## config.mk

```make
export PLATFORM = sky130hd
export DESIGN_NAME = copy_control_descriptor_parser_unit_flat
export DESIGN_NICKNAME = d
export VERILOG_FILES = /design/src/hdl/ccdp_pkg.sv /design/src/hdl/ccdp_if.sv /design/src/hdl/ccdp_parse.sv /design/src/hdl/ccdp_queue.sv /design/src/hdl/copy_control_descriptor_parser_unit.sv /design/src/flat_wrapper.sv
export SDC_FILE = /design/constraint.sdc
export NUM_CORES = 1
export LEC_CHECK = 0
export BUFFER_PORTS_ARGS = -buffer_cell sky130_fd_sc_hd__buf_4
export CAP_MARGIN = 20
export CORE_UTILIZATION = 35
export CTS_CLUSTER_DIAMETER = 60
export CTS_CLUSTER_SIZE = 10
export DETAILED_ROUTE_END_ITERATION = 10
export GPL_ROUTABILITY_DRIVEN = 0
export SLEW_MARGIN = 5
export SYNTH_ARGS = -nofsm -noshare
export SYNTH_HDL_FRONTEND = slang
export SYNTH_SLANG_ARGS = --single-unit
export TNS_END_PERCENT = 30
```

## constraint.sdc

```tcl
create_clock -name i_clk -period 12.3 [get_ports i_clk]
set_input_delay 3.075 -clock i_clk [delete_from_list [all_inputs] [get_ports i_clk]]
set_output_delay 3.075 -clock i_clk [all_outputs]
set_load 0.03 [all_outputs]
```

## src/hdl/ccdp_pkg.sv

```systemverilog
// Shared types and constants of the copy control descriptor parser.
package ccdp_pkg;

    localparam logic [7:0] C_DESC_TAG  = 8'hC1;
    localparam int         C_RATE_BIT  = 5;
    localparam int         C_LOOP_BIT  = 4;

    typedef enum logic [2:0] {
        ST_OK        = 3'd0,
        ST_TOO_SHORT = 3'd1,
        ST_BAD_TAG   = 3'd2,
        ST_SIZE      = 3'd3,
        ST_ZERO_LEN  = 3'd4,
        ST_OVERRUN   = 3'd5
    } t_status;

    typedef enum logic [9:0] {
        PH_TAG     = 10'b00_0000_0001,
        PH_LEN     = 10'b00_0000_0010,
        PH_HDR     = 10'b00_0000_0100,
        PH_RATE    = 10'b00_0000_1000,
        PH_LOOPLEN = 10'b00_0001_0000,
        PH_CTAG    = 10'b00_0010_0000,
        PH_CFLAGS  = 10'b00_0100_0000,
        PH_CRATE   = 10'b00_1000_0000,
        PH_PAD     = 10'b01_0000_0000,
        PH_DRAIN   = 10'b10_0000_0000
    } t_phase;

    typedef struct packed {
        logic       record_kind;
        t_status    status;
        logic [1:0] recording_control;
        logic       bitrate_flag;
        logic [7:0] max_bitrate;
        logic       component_flag;
        logic [3:0] user_bits;
        logic [7:0] comp_tag;
        logic [7:0] length_seen;
        logic [8:0] consumed_size;
        logic [6:0] component_count;
        logic       last;
    } t_result;

    // Up to two results per accepted byte, first slot filled first.
    typedef struct packed {
        logic    first_valid;
        logic    second_valid;
        t_result first;
        t_result second;
    } t_push;

endpackage

```

## src/hdl/ccdp_if.sv

```systemverilog
// Byte and result channel interfaces of the descriptor parser.
interface ccdp_byte_if;
    logic       valid;
    logic       ready;
    logic [7:0] data_byte;
    logic       buffer_end;

    modport source (output valid, output data_byte, output buffer_end, input ready);
    modport sink   (input valid, input data_byte, input buffer_end, output ready);
endinterface

interface ccdp_result_if;
    logic       valid;
    logic       ready;
    logic       record_kind;
    logic [2:0] status;
    logic [1:0] recording_control;
    logic       bitrate_flag;
    logic [7:0] max_bitrate;
    logic       component_flag;
    logic [3:0] user_bits;
    logic [7:0] comp_tag;
    logic [7:0] length_seen;
    logic [8:0] consumed_size;
    logic [6:0] component_count;
    logic       last;

    modport source (
        output valid, output record_kind, output status, output recording_control,
        output bitrate_flag, output max_bitrate, output component_flag,
        output user_bits, output comp_tag, output length_seen,
        output consumed_size, output component_count, output last, input ready
    );
    modport sink (
        input valid, input record_kind, input status, input recording_control,
        input bitrate_flag, input max_bitrate, input component_flag,
        input user_bits, input comp_tag, input length_seen,
        input consumed_size, input component_count, input last, output ready
    );
endinterface

```

## src/hdl/ccdp_parse.sv

```systemverilog
// Byte-wise parse state machine; builds the results each accepted byte causes.
module ccdp_parse
    import ccdp_pkg::*;
(
    input  logic       i_clk,
    input  logic       i_rst_n,
    input  logic       i_accept,
    input  logic [7:0] i_data_byte,
    input  logic       i_buffer_end,
    output t_push      o_push
);

    t_phase      r_phase,     n_phase;
    logic [7:0]  r_decl_len,  n_decl_len;
    logic [7:0]  r_body_cnt,  n_body_cnt;
    logic [7:0]  r_loop_len,  n_loop_len;
    logic [7:0]  r_loop_cnt,  n_loop_cnt;
    logic [15:0] r_hdr,       n_hdr;
    logic [15:0] r_entry,     n_entry;
    logic [6:0]  r_total,     n_total;

    logic       rec;
    logic [7:0] rec_rate;
    logic       body;
    logic       decl_end;
    logic       sum_valid;
    t_status    sum_status;
    logic [7:0] sum_len;
    t_result    rec_res;
    t_result    sum_res;

    always_comb begin
        n_phase    = r_phase;
        n_decl_len = r_decl_len;
        n_body_cnt = r_body_cnt;
        n_loop_len = r_loop_len;
        n_loop_cnt = r_loop_cnt;
        n_hdr      = r_hdr;
        n_entry    = r_entry;
        n_total    = r_total;
        rec        = 1'b0;
        rec_rate   = 8'd0;
        body       = 1'b0;
        decl_end   = 1'b0;
        sum_valid  = 1'b0;
        sum_status = ST_OK;
        sum_len    = 8'd0;

        case (r_phase)
            PH_TAG: begin
                // start of a new descriptor: clear everything
                n_decl_len = 8'd0;
                n_body_cnt = 8'd0;
                n_loop_len = 8'd0;
                n_loop_cnt = 8'd0;
                n_hdr      = 16'd0;
                n_entry    = 16'd0;
                n_total    = 7'd0;
                if (i_buffer_end) begin
                    sum_valid  = 1'b1;
                    sum_status = ST_TOO_SHORT;
                    n_phase    = PH_TAG;
                end else if (i_data_byte != C_DESC_TAG) begin
                    sum_valid  = 1'b1;
                    sum_status = ST_BAD_TAG;
                    n_phase    = PH_DRAIN;
                end else begin
                    n_phase = PH_LEN;
                end
            end
            PH_LEN: begin
                n_decl_len = i_data_byte;
                n_body_cnt = 8'd0;
                if (i_data_byte == 8'd0) begin
                    sum_valid  = 1'b1;
                    sum_status = ST_ZERO_LEN;
                    sum_len    = i_data_byte;
                    n_phase    = i_buffer_end ? PH_TAG : PH_DRAIN;
                end else if (i_buffer_end) begin
                    sum_valid  = 1'b1;
                    sum_status = ST_SIZE;
                    sum_len    = i_data_byte;
                    n_phase    = PH_TAG;
                end else begin
                    n_phase = PH_HDR;
                end
            end
            PH_DRAIN: begin
                if (i_buffer_end) begin
                    n_phase = PH_TAG;
                end
            end
            PH_HDR: begin
                body  = 1'b1;
                n_hdr = {i_data_byte, 8'd0};
                if (i_data_byte[C_RATE_BIT]) begin
                    n_phase = PH_RATE;
                end else if (i_data_byte[C_LOOP_BIT]) begin
                    n_phase = PH_LOOPLEN;
                end else begin
                    n_phase = PH_PAD;
                end
            end
            PH_RATE: begin
                body  = 1'b1;
                n_hdr = {r_hdr[15:8], i_data_byte};
                n_phase = r_hdr[8 + C_LOOP_BIT] ? PH_LOOPLEN : PH_PAD;
            end
            PH_LOOPLEN: begin
                body       = 1'b1;
                n_loop_len = i_data_byte;
                n_loop_cnt = 8'd0;
                n_phase    = (i_data_byte != 8'd0) ? PH_CTAG : PH_PAD;
            end
            PH_CTAG: begin
                body       = 1'b1;
                n_entry    = {i_data_byte, 8'd0};
                n_loop_cnt = r_loop_cnt + 8'd1;
                n_phase    = PH_CFLAGS;
            end
            PH_CFLAGS: begin
                body       = 1'b1;
                n_entry    = {r_entry[15:8], i_data_byte};
                n_loop_cnt = r_loop_cnt + 8'd1;
                if (i_data_byte[C_RATE_BIT]) begin
                    n_phase = PH_CRATE;
                end else begin
                    rec     = 1'b1;
                    n_phase = (n_loop_cnt < r_loop_len) ? PH_CTAG : PH_PAD;
                end
            end
            PH_CRATE: begin
                body       = 1'b1;
                n_loop_cnt = r_loop_cnt + 8'd1;
                rec        = 1'b1;
                rec_rate   = i_data_byte;
                n_phase    = (n_loop_cnt < r_loop_len) ? PH_CTAG : PH_PAD;
            end
            PH_PAD: begin
                body = 1'b1;
            end
            default: begin
                n_phase = PH_TAG;
            end
        endcase

        if (body) begin
            n_body_cnt = r_body_cnt + 8'd1;
            decl_end   = (n_body_cnt == r_decl_len);
            if (rec) begin
                n_total = r_total + 7'd1;
            end
            if (decl_end) begin
                // parsing must have finished by the declared end
                sum_valid  = 1'b1;
                sum_status = (n_phase == PH_PAD) ? ST_OK : ST_OVERRUN;
                sum_len    = r_decl_len;
                n_phase    = i_buffer_end ? PH_TAG : PH_DRAIN;
            end else if (i_buffer_end) begin
                sum_valid  = 1'b1;
                sum_status = ST_SIZE;
                sum_len    = r_decl_len;
                n_phase    = PH_TAG;
            end
        end
    end

    always_comb begin
        rec_res.record_kind       = 1'b0;
        rec_res.status            = ST_OK;
        rec_res.recording_control = n_entry[7:6];
        rec_res.bitrate_flag      = n_entry[5];
        rec_res.max_bitrate       = rec_rate;
        rec_res.component_flag    = 1'b0;
        rec_res.user_bits         = n_entry[3:0];
        rec_res.comp_tag          = n_entry[15:8];
        rec_res.length_seen       = r_decl_len;
        rec_res.consumed_size     = 9'd0;
        rec_res.component_count   = n_total;
        rec_res.last              = ~(decl_end | i_buffer_end);

        sum_res.record_kind       = 1'b1;
        sum_res.status            = sum_status;
        sum_res.recording_control = n_hdr[15:14];
        sum_res.bitrate_flag      = n_hdr[13];
        sum_res.max_bitrate       = n_hdr[7:0];
        sum_res.component_flag    = n_hdr[12];
        sum_res.user_bits         = n_hdr[11:8];
        sum_res.comp_tag          = 8'd0;
        sum_res.length_seen       = sum_len;
        sum_res.consumed_size     = (sum_status == ST_OK) ? (9'd2 + {1'b0, sum_len}) : 9'd0;
        sum_res.component_count   = n_total;
        sum_res.last              = 1'b1;

        o_push.first_valid  = i_accept & (rec | sum_valid);
        o_push.second_valid = i_accept & rec & sum_valid;
        o_push.first        = rec ? rec_res : sum_res;
        o_push.second       = sum_res;
    end

    always_ff @(posedge i_clk) begin
        if (!i_rst_n) begin
            r_phase    <= PH_TAG;
            r_decl_len <= 8'd0;
            r_body_cnt <= 8'd0;
            r_loop_len <= 8'd0;
            r_loop_cnt <= 8'd0;
            r_hdr      <= 16'd0;
            r_entry    <= 16'd0;
            r_total    <= 7'd0;
        end else if (i_accept) begin
            r_phase    <= n_phase;
            r_decl_len <= n_decl_len;
            r_body_cnt <= n_body_cnt;
            r_loop_len <= n_loop_len;
            r_loop_cnt <= n_loop_cnt;
            r_hdr      <= n_hdr;
            r_entry    <= n_entry;
            r_total    <= n_total;
        end
    end

endmodule

```

## src/hdl/ccdp_queue.sv

```systemverilog
// Result queue: takes up to two results a cycle, hands out one.
module ccdp_queue
    import ccdp_pkg::*;
#(
    parameter int DEPTH = 4
) (
    input  logic    i_clk,
    input  logic    i_rst_n,
    input  t_push   i_push,
    input  logic    i_pop,
    output logic    o_room,
    output logic    o_valid,
    output t_result o_head
);

    localparam int PW = (DEPTH > 1) ? $clog2(DEPTH) : 1;
    localparam int CW = $clog2(DEPTH + 1);

    t_result       r_slot [DEPTH];
    logic [PW-1:0] r_wr_ptr, n_wr_ptr;
    logic [PW-1:0] r_rd_ptr, n_rd_ptr;
    logic [CW-1:0] r_count,  n_count;
    logic [PW-1:0] wr_next;
    logic          do_pop;

    function automatic logic [PW-1:0] ptr_inc(input logic [PW-1:0] p);
        return (p == PW'(DEPTH - 1)) ? '0 : p + PW'(1);
    endfunction

    assign do_pop  = i_pop & (r_count != '0);
    assign wr_next = ptr_inc(r_wr_ptr);
    assign o_valid = (r_count != '0);
    assign o_head  = r_slot[r_rd_ptr];
    // keep space for the two results one byte may cause
    assign o_room  = (r_count <= CW'(DEPTH - 2));

    always_comb begin
        n_wr_ptr = r_wr_ptr;
        if (i_push.second_valid) begin
            n_wr_ptr = ptr_inc(wr_next);
        end else if (i_push.first_valid) begin
            n_wr_ptr = wr_next;
        end
        n_rd_ptr = do_pop ? ptr_inc(r_rd_ptr) : r_rd_ptr;
        n_count  = r_count + CW'(i_push.first_valid) + CW'(i_push.second_valid)
                   - CW'(do_pop);
    end

    always_ff @(posedge i_clk) begin
        if (!i_rst_n) begin
            r_wr_ptr <= '0;
            r_rd_ptr <= '0;
            r_count  <= '0;
        end else begin
            r_wr_ptr <= n_wr_ptr;
            r_rd_ptr <= n_rd_ptr;
            r_count  <= n_count;
        end
    end

    always_ff @(posedge i_clk) begin
        if (i_push.first_valid) begin
            r_slot[r_wr_ptr] <= i_push.first;
        end
        if (i_push.second_valid) begin
            r_slot[wr_next] <= i_push.second;
        end
    end

endmodule

```

## src/hdl/copy_control_descriptor_parser_unit.sv

```systemverilog
// Digital copy control descriptor parser, top level.
//
// i_byte carries the descriptor buffer one byte per item: data_byte and
// buffer_end, which marks the last byte of the buffer. o_result carries one
// result per item: a component record each time a record completes, and a
// summary (record_kind = 1) with status and consumed size when the
// descriptor ends or fails. Records stay tentative until their summary.
//
// Throughput: one byte per cycle while the queue has room. A byte causes
// zero, one or two results; each is registered in the result queue of
// P_QUEUE_DEPTH entries when the byte is accepted and appears on o_result
// in order, so the queue absorbs the second result of a byte.
// i_byte.ready is high while the queue has room for two results, so a
// stalled receiver fills the queue and then holds off the byte channel;
// nothing is dropped and held results stay stable.
// Reset (synchronous, active low) empties the queue and puts the parser
// back to expecting a tag byte.
module copy_control_descriptor_parser_unit
    import ccdp_pkg::*;
#(
    parameter int P_QUEUE_DEPTH = 4
) (
    input  logic          i_clk,
    input  logic          i_rst_n,
    ccdp_byte_if.sink     i_byte,
    ccdp_result_if.source o_result
);

    logic    accept;
    logic    room;
    t_push   push;
    t_result head;

    assign i_byte.ready = room;
    assign accept       = i_byte.valid & room;

    ccdp_parse u_parse (
        .i_clk        (i_clk),
        .i_rst_n      (i_rst_n),
        .i_accept     (accept),
        .i_data_byte  (i_byte.data_byte),
        .i_buffer_end (i_byte.buffer_end),
        .o_push       (push)
    );

    ccdp_queue #(
        .DEPTH (P_QUEUE_DEPTH)
    ) u_queue (
        .i_clk   (i_clk),
        .i_rst_n (i_rst_n),
        .i_push  (push),
        .i_pop   (o_result.ready),
        .o_room  (room),
        .o_valid (o_result.valid),
        .o_head  (head)
    );

    assign o_result.record_kind       = head.record_kind;
    assign o_result.status            = head.status;
    assign o_result.recording_control = head.recording_control;
    assign o_result.bitrate_flag      = head.bitrate_flag;
    assign o_result.max_bitrate       = head.max_bitrate;
    assign o_result.component_flag    = head.component_flag;
    assign o_result.user_bits         = head.user_bits;
    assign o_result.comp_tag          = head.comp_tag;
    assign o_result.length_seen       = head.length_seen;
    assign o_result.consumed_size     = head.consumed_size;
    assign o_result.component_count   = head.component_count;
    assign o_result.last              = head.last;

endmodule

```

## src/flat_wrapper.sv

```systemverilog
// flat-port wrapper written by rule: the top's interface ports become plain ports
module copy_control_descriptor_parser_unit_flat import ccdp_pkg::*;
#(
    parameter int P_QUEUE_DEPTH = 4
)
  (i_clk, i_rst_n, i_byte_valid, i_byte_data_byte, i_byte_buffer_end, i_byte_ready, o_result_valid, o_result_record_kind, o_result_status, o_result_recording_control, o_result_bitrate_flag, o_result_max_bitrate, o_result_component_flag, o_result_user_bits, o_result_comp_tag, o_result_length_seen, o_result_consumed_size, o_result_component_count, o_result_last, o_result_ready);
  ccdp_byte_if i_byte_i ();
  ccdp_result_if o_result_i ();
  input  logic i_clk;
  input  logic i_rst_n;
  input wire logic [$bits(i_byte_i.valid)-1:0] i_byte_valid;
  input wire logic [$bits(i_byte_i.data_byte)-1:0] i_byte_data_byte;
  input wire logic [$bits(i_byte_i.buffer_end)-1:0] i_byte_buffer_end;
  output wire logic [$bits(i_byte_i.ready)-1:0] i_byte_ready;
  output wire logic [$bits(o_result_i.valid)-1:0] o_result_valid;
  output wire logic [$bits(o_result_i.record_kind)-1:0] o_result_record_kind;
  output wire logic [$bits(o_result_i.status)-1:0] o_result_status;
  output wire logic [$bits(o_result_i.recording_control)-1:0] o_result_recording_control;
  output wire logic [$bits(o_result_i.bitrate_flag)-1:0] o_result_bitrate_flag;
  output wire logic [$bits(o_result_i.max_bitrate)-1:0] o_result_max_bitrate;
  output wire logic [$bits(o_result_i.component_flag)-1:0] o_result_component_flag;
  output wire logic [$bits(o_result_i.user_bits)-1:0] o_result_user_bits;
  output wire logic [$bits(o_result_i.comp_tag)-1:0] o_result_comp_tag;
  output wire logic [$bits(o_result_i.length_seen)-1:0] o_result_length_seen;
  output wire logic [$bits(o_result_i.consumed_size)-1:0] o_result_consumed_size;
  output wire logic [$bits(o_result_i.component_count)-1:0] o_result_component_count;
  output wire logic [$bits(o_result_i.last)-1:0] o_result_last;
  input wire logic [$bits(o_result_i.ready)-1:0] o_result_ready;
  assign i_byte_i.valid = i_byte_valid;
  assign i_byte_i.data_byte = i_byte_data_byte;
  assign i_byte_i.buffer_end = i_byte_buffer_end;
  assign i_byte_ready = i_byte_i.ready;
  assign o_result_valid = o_result_i.valid;
  assign o_result_record_kind = o_result_i.record_kind;
  assign o_result_status = o_result_i.status;
  assign o_result_recording_control = o_result_i.recording_control;
  assign o_result_bitrate_flag = o_result_i.bitrate_flag;
  assign o_result_max_bitrate = o_result_i.max_bitrate;
  assign o_result_component_flag = o_result_i.component_flag;
  assign o_result_user_bits = o_result_i.user_bits;
  assign o_result_comp_tag = o_result_i.comp_tag;
  assign o_result_length_seen = o_result_i.length_seen;
  assign o_result_consumed_size = o_result_i.consumed_size;
  assign o_result_component_count = o_result_i.component_count;
  assign o_result_last = o_result_i.last;
  assign o_result_i.ready = o_result_ready;
  copy_control_descriptor_parser_unit #(.P_QUEUE_DEPTH(P_QUEUE_DEPTH)) u_core (.i_clk(i_clk), .i_rst_n(i_rst_n), .i_byte(i_byte_i), .o_result(o_result_i));
endmodule
```

==> results.cfg <==
[sta]
finalSetupViolCount = 0
tns_ps = 0
grt_setup_unrepaired = no
skew_ps = 16.4
drv_slew = 0
min_period_ps = 6920
max_freq_ghz = 0.145
setup_slack_ps = 5380
whs_ps = 442
finalCritPeriodShare_pct = 56.2
hold_viol_final = 0
slew_headroom_pct = 27.7
worst_pin_slew_ps = 1080

[route]
drc = 0
viasPerCell = 5.84
vias = 11400
first_pass_iters = 6
wl_per_cell_um = 21.7
first_iter_violations = 1234
ant_nets = 0
wl_mm = 42.4

[yosys]
synthXorXnorAreaFrac_pct = 1.31
yosysSeqAreaShare_pct = 52.5
synth_ff_type = edfxtp_1
ys_async_sr_fraction_pct = 0
synthSimpleGateAreaFrac_pct = 14.5
netlist_area_um2 = 14800
post_synth_mux_area_share_pct = 9.85
yosysUniqueCellTypes = 74
synth_top_family_by_area = compound AO/OA/AOI/OAI gates
synth_compound_area_share_pct = 16.3
ys_ff_latch = 301
avgSynthCellArea_um2 = 10.7
ys_warn_count = 0
syn-num-nets = 1408
synth_top_area_share_pct = 35.0
syn_inst = 1374
yosysMostFrequentCell = nor2_1
yosys.area_share.adder_pct = 1.88
synth_edf_count = 172
netlist.top_cell.by_area = edfxtp_1
synth_common_cells = nor2_1 (203), edfxtp_1 (172), dfxtp_1 (129)
synthTopCellsByArea = edfxtp_1 (35%), dfxtp_1 (17%), mux4_2 (8.1%), nor2_1 (5.2%), o22ai_1 (3.4%)

[power_and_ir_drop]
power_density_nw_per_um2 = 185
comb_power_share_pct = 27.6
swShare_pct = 32.9
power.switching_uw = 1030
vdd_drop_max_uv = 79.5
power.leakage_uw = 0.00543
pwr-share-clk_pct = 32.7
intPower_uw = 2090
seqPwrFrac_pct = 39.8

[cells_and_area]
final_cell_area_um2 = 16800
nFillCells = 3885
nets = 1428
drive_gt1_share_pct = 15.0
n_antenna_cell = 0
syn2layout_area_growth_pct = 13.9
layoutNonFillerInstCount = 1951

[place]
placed_area_um2 = 15700
hpwlAfterDp_mm = 28.0
io_buffers = 67
pre_cts_slack_ps = 4950
place_inst = 1883

[flow_run]
maxCapViolations = 0

[worst_setup_path]
start_kind = input port
endpoint_kind = flip-flop
r2r_cells = 9
cp.arrival_ps = 7140
crit_required_ps = 12520
worstPathMaxFanout = 37
critPathKind = input port to flip-flop

[clock_network]
clock_latency_ps = 530
post_cts_buffers = 0
cts_resized = 0
cts_tree = yes
cts_buffers = 37
clockBufferDepth = 3
clkSlewWorstSetupHoldPaths_ps = 50
cts-hold-fix-buffers = 0
clock_sinks = 301
cts.htree.levels = 2
root_buffer = clkbuf_16

[floorplan]
core_region_area_um2 = 41200
fp.dieH_um = 207
initial_core_util_pct = 35.8
io_pins = 68
rows = 74
dieArea_um2 = 43000
die_w_um = 207

[global_routing]
grt_pass1_vias = 10900
antenna_found_initial = 0
grtUsageTotal_pct = 19.5
grt_pass1_wl_mm = 65.7
grt_overflow = 0
grt_max_degree = 75

[run_status]
status = completed

[hold_path]
hold_path.class = flip-flop to flip-flop
min_path_cells = 2
worst max-delay path, cell delays in order:
cell and delay [ps]:
buf_4 250, o21a_1 430, nor3_4 70, buf_4 300, a211oi_1 400, o211ai_1 270
and2_1 370, a21oi_1 700, clkinv_1 730, buf_4 480
state kept, by name (all words and copies together) (netlist names), named ones only:
signal and count:
u_core.u_parse.r_total 7, u_core.u_queue.r_wr_ptr 2, u_core.u_parse.r_decl_len 8, u_core.u_parse.r_phase 10, u_core.u_queue.r_count 3, u_core.u_parse.r_body_cnt 8, u_core.u_parse.r_loop_cnt 8, u_core.u_queue.r_rd_ptr 2
u_core.u_parse.r_loop_len 8, u_core.u_queue.r_slot 212, u_core.u_parse.r_hdr 16, u_core.u_parse.r_entry 15
power by group through the flow:
stage	clock network [µW]	registers (µW)	logic [µW]
2_1_floorplan	0	1240	579
3_3_place_gp	0	1260	852
3_5_place_dp	0	1260	863
4_1_cts	1030	1240	865
5_1_grt	1070	1250	921
6_report	1020	1240	860
stage by stage:
stage                     total power [µW]  util, %
final                                 3120     40.8
after detailed placement              2130     38.0
after floorplan                       1820        -
after global placement                2110     38.0
after CTS                             3140     40.7
after global routing                  3250     40.8
placed cells by master (no fill, tap or decap), types with 13 or more instances in the layout:
master     netlist  routed
mux4_2          53      53
clkbuf_16        0      37
nor3_1          22      22
mux2i_1         26      26
o22ai_1         80      80
clkbuf_1        82      20
buf_4            0      85
a21oi_1         52      51
ha_1            19      19
xor2_1          13      13
nand3_1         22      22
a22oi_1         53      53
nor2_1         203     202
a31oi_1         32      31
a211oi_1        32      32
or3_1           18      18
nor4_1          18      18
nand2_1         88      88
inv_1           28      24
o21ai_0         38      38
edfxtp_1       172     172
dfxtp_1        129     127
cells by family after synthesis:
group           count (synthesis)
mux                            79
flops                         301
simple gates                  452
buf+inv                       138
xor+xnor                       22
fa+ha+maj                      21
compound gates                361
final timing paths:
check                                                  start                      endpoint  slack (ps)
worst max-delay path                     i_byte_data_byte[5]   u_core.u_queue.r_slot[3][2]        5380
worst min register to register  u_core.u_queue.r_slot[0][52]  u_core.u_queue.r_slot[0][52]         440
worst min-delay path            u_core.u_queue.r_slot[0][52]  u_core.u_queue.r_slot[0][52]         440
worst max register to register     u_core.u_parse.r_phase[5]   u_core.u_queue.r_slot[3][2]        7260
routing by layer:
layer	global-route usage [%]	up-vias	share of wire [%]
li1	-	5288	-
met1	28.1	5573	45
met2	30.4	464	45
met3	2.98	74	7.6
met4	5.66	0	2.1
met5	0	-	0
final cells by class:
| cell class | instances | area, µm² | share of cell area (%) |
|---|---|---|---|
| inverter | 30 | 113 | 0.669 |
| clock buffer | 57 | 1000 | 5.95 |
| clock inverter | 7 | 110 | 0.655 |
| timing repair buffer | 89 | 688 | 4.09 |
| tap | 532 | 666 | 3.96 |
| multi-input combinational | 935 | 6490 | 38.6 |
| sequential | 301 | 7750 | 46.1 |
Power figures use the tool's default switching activity.
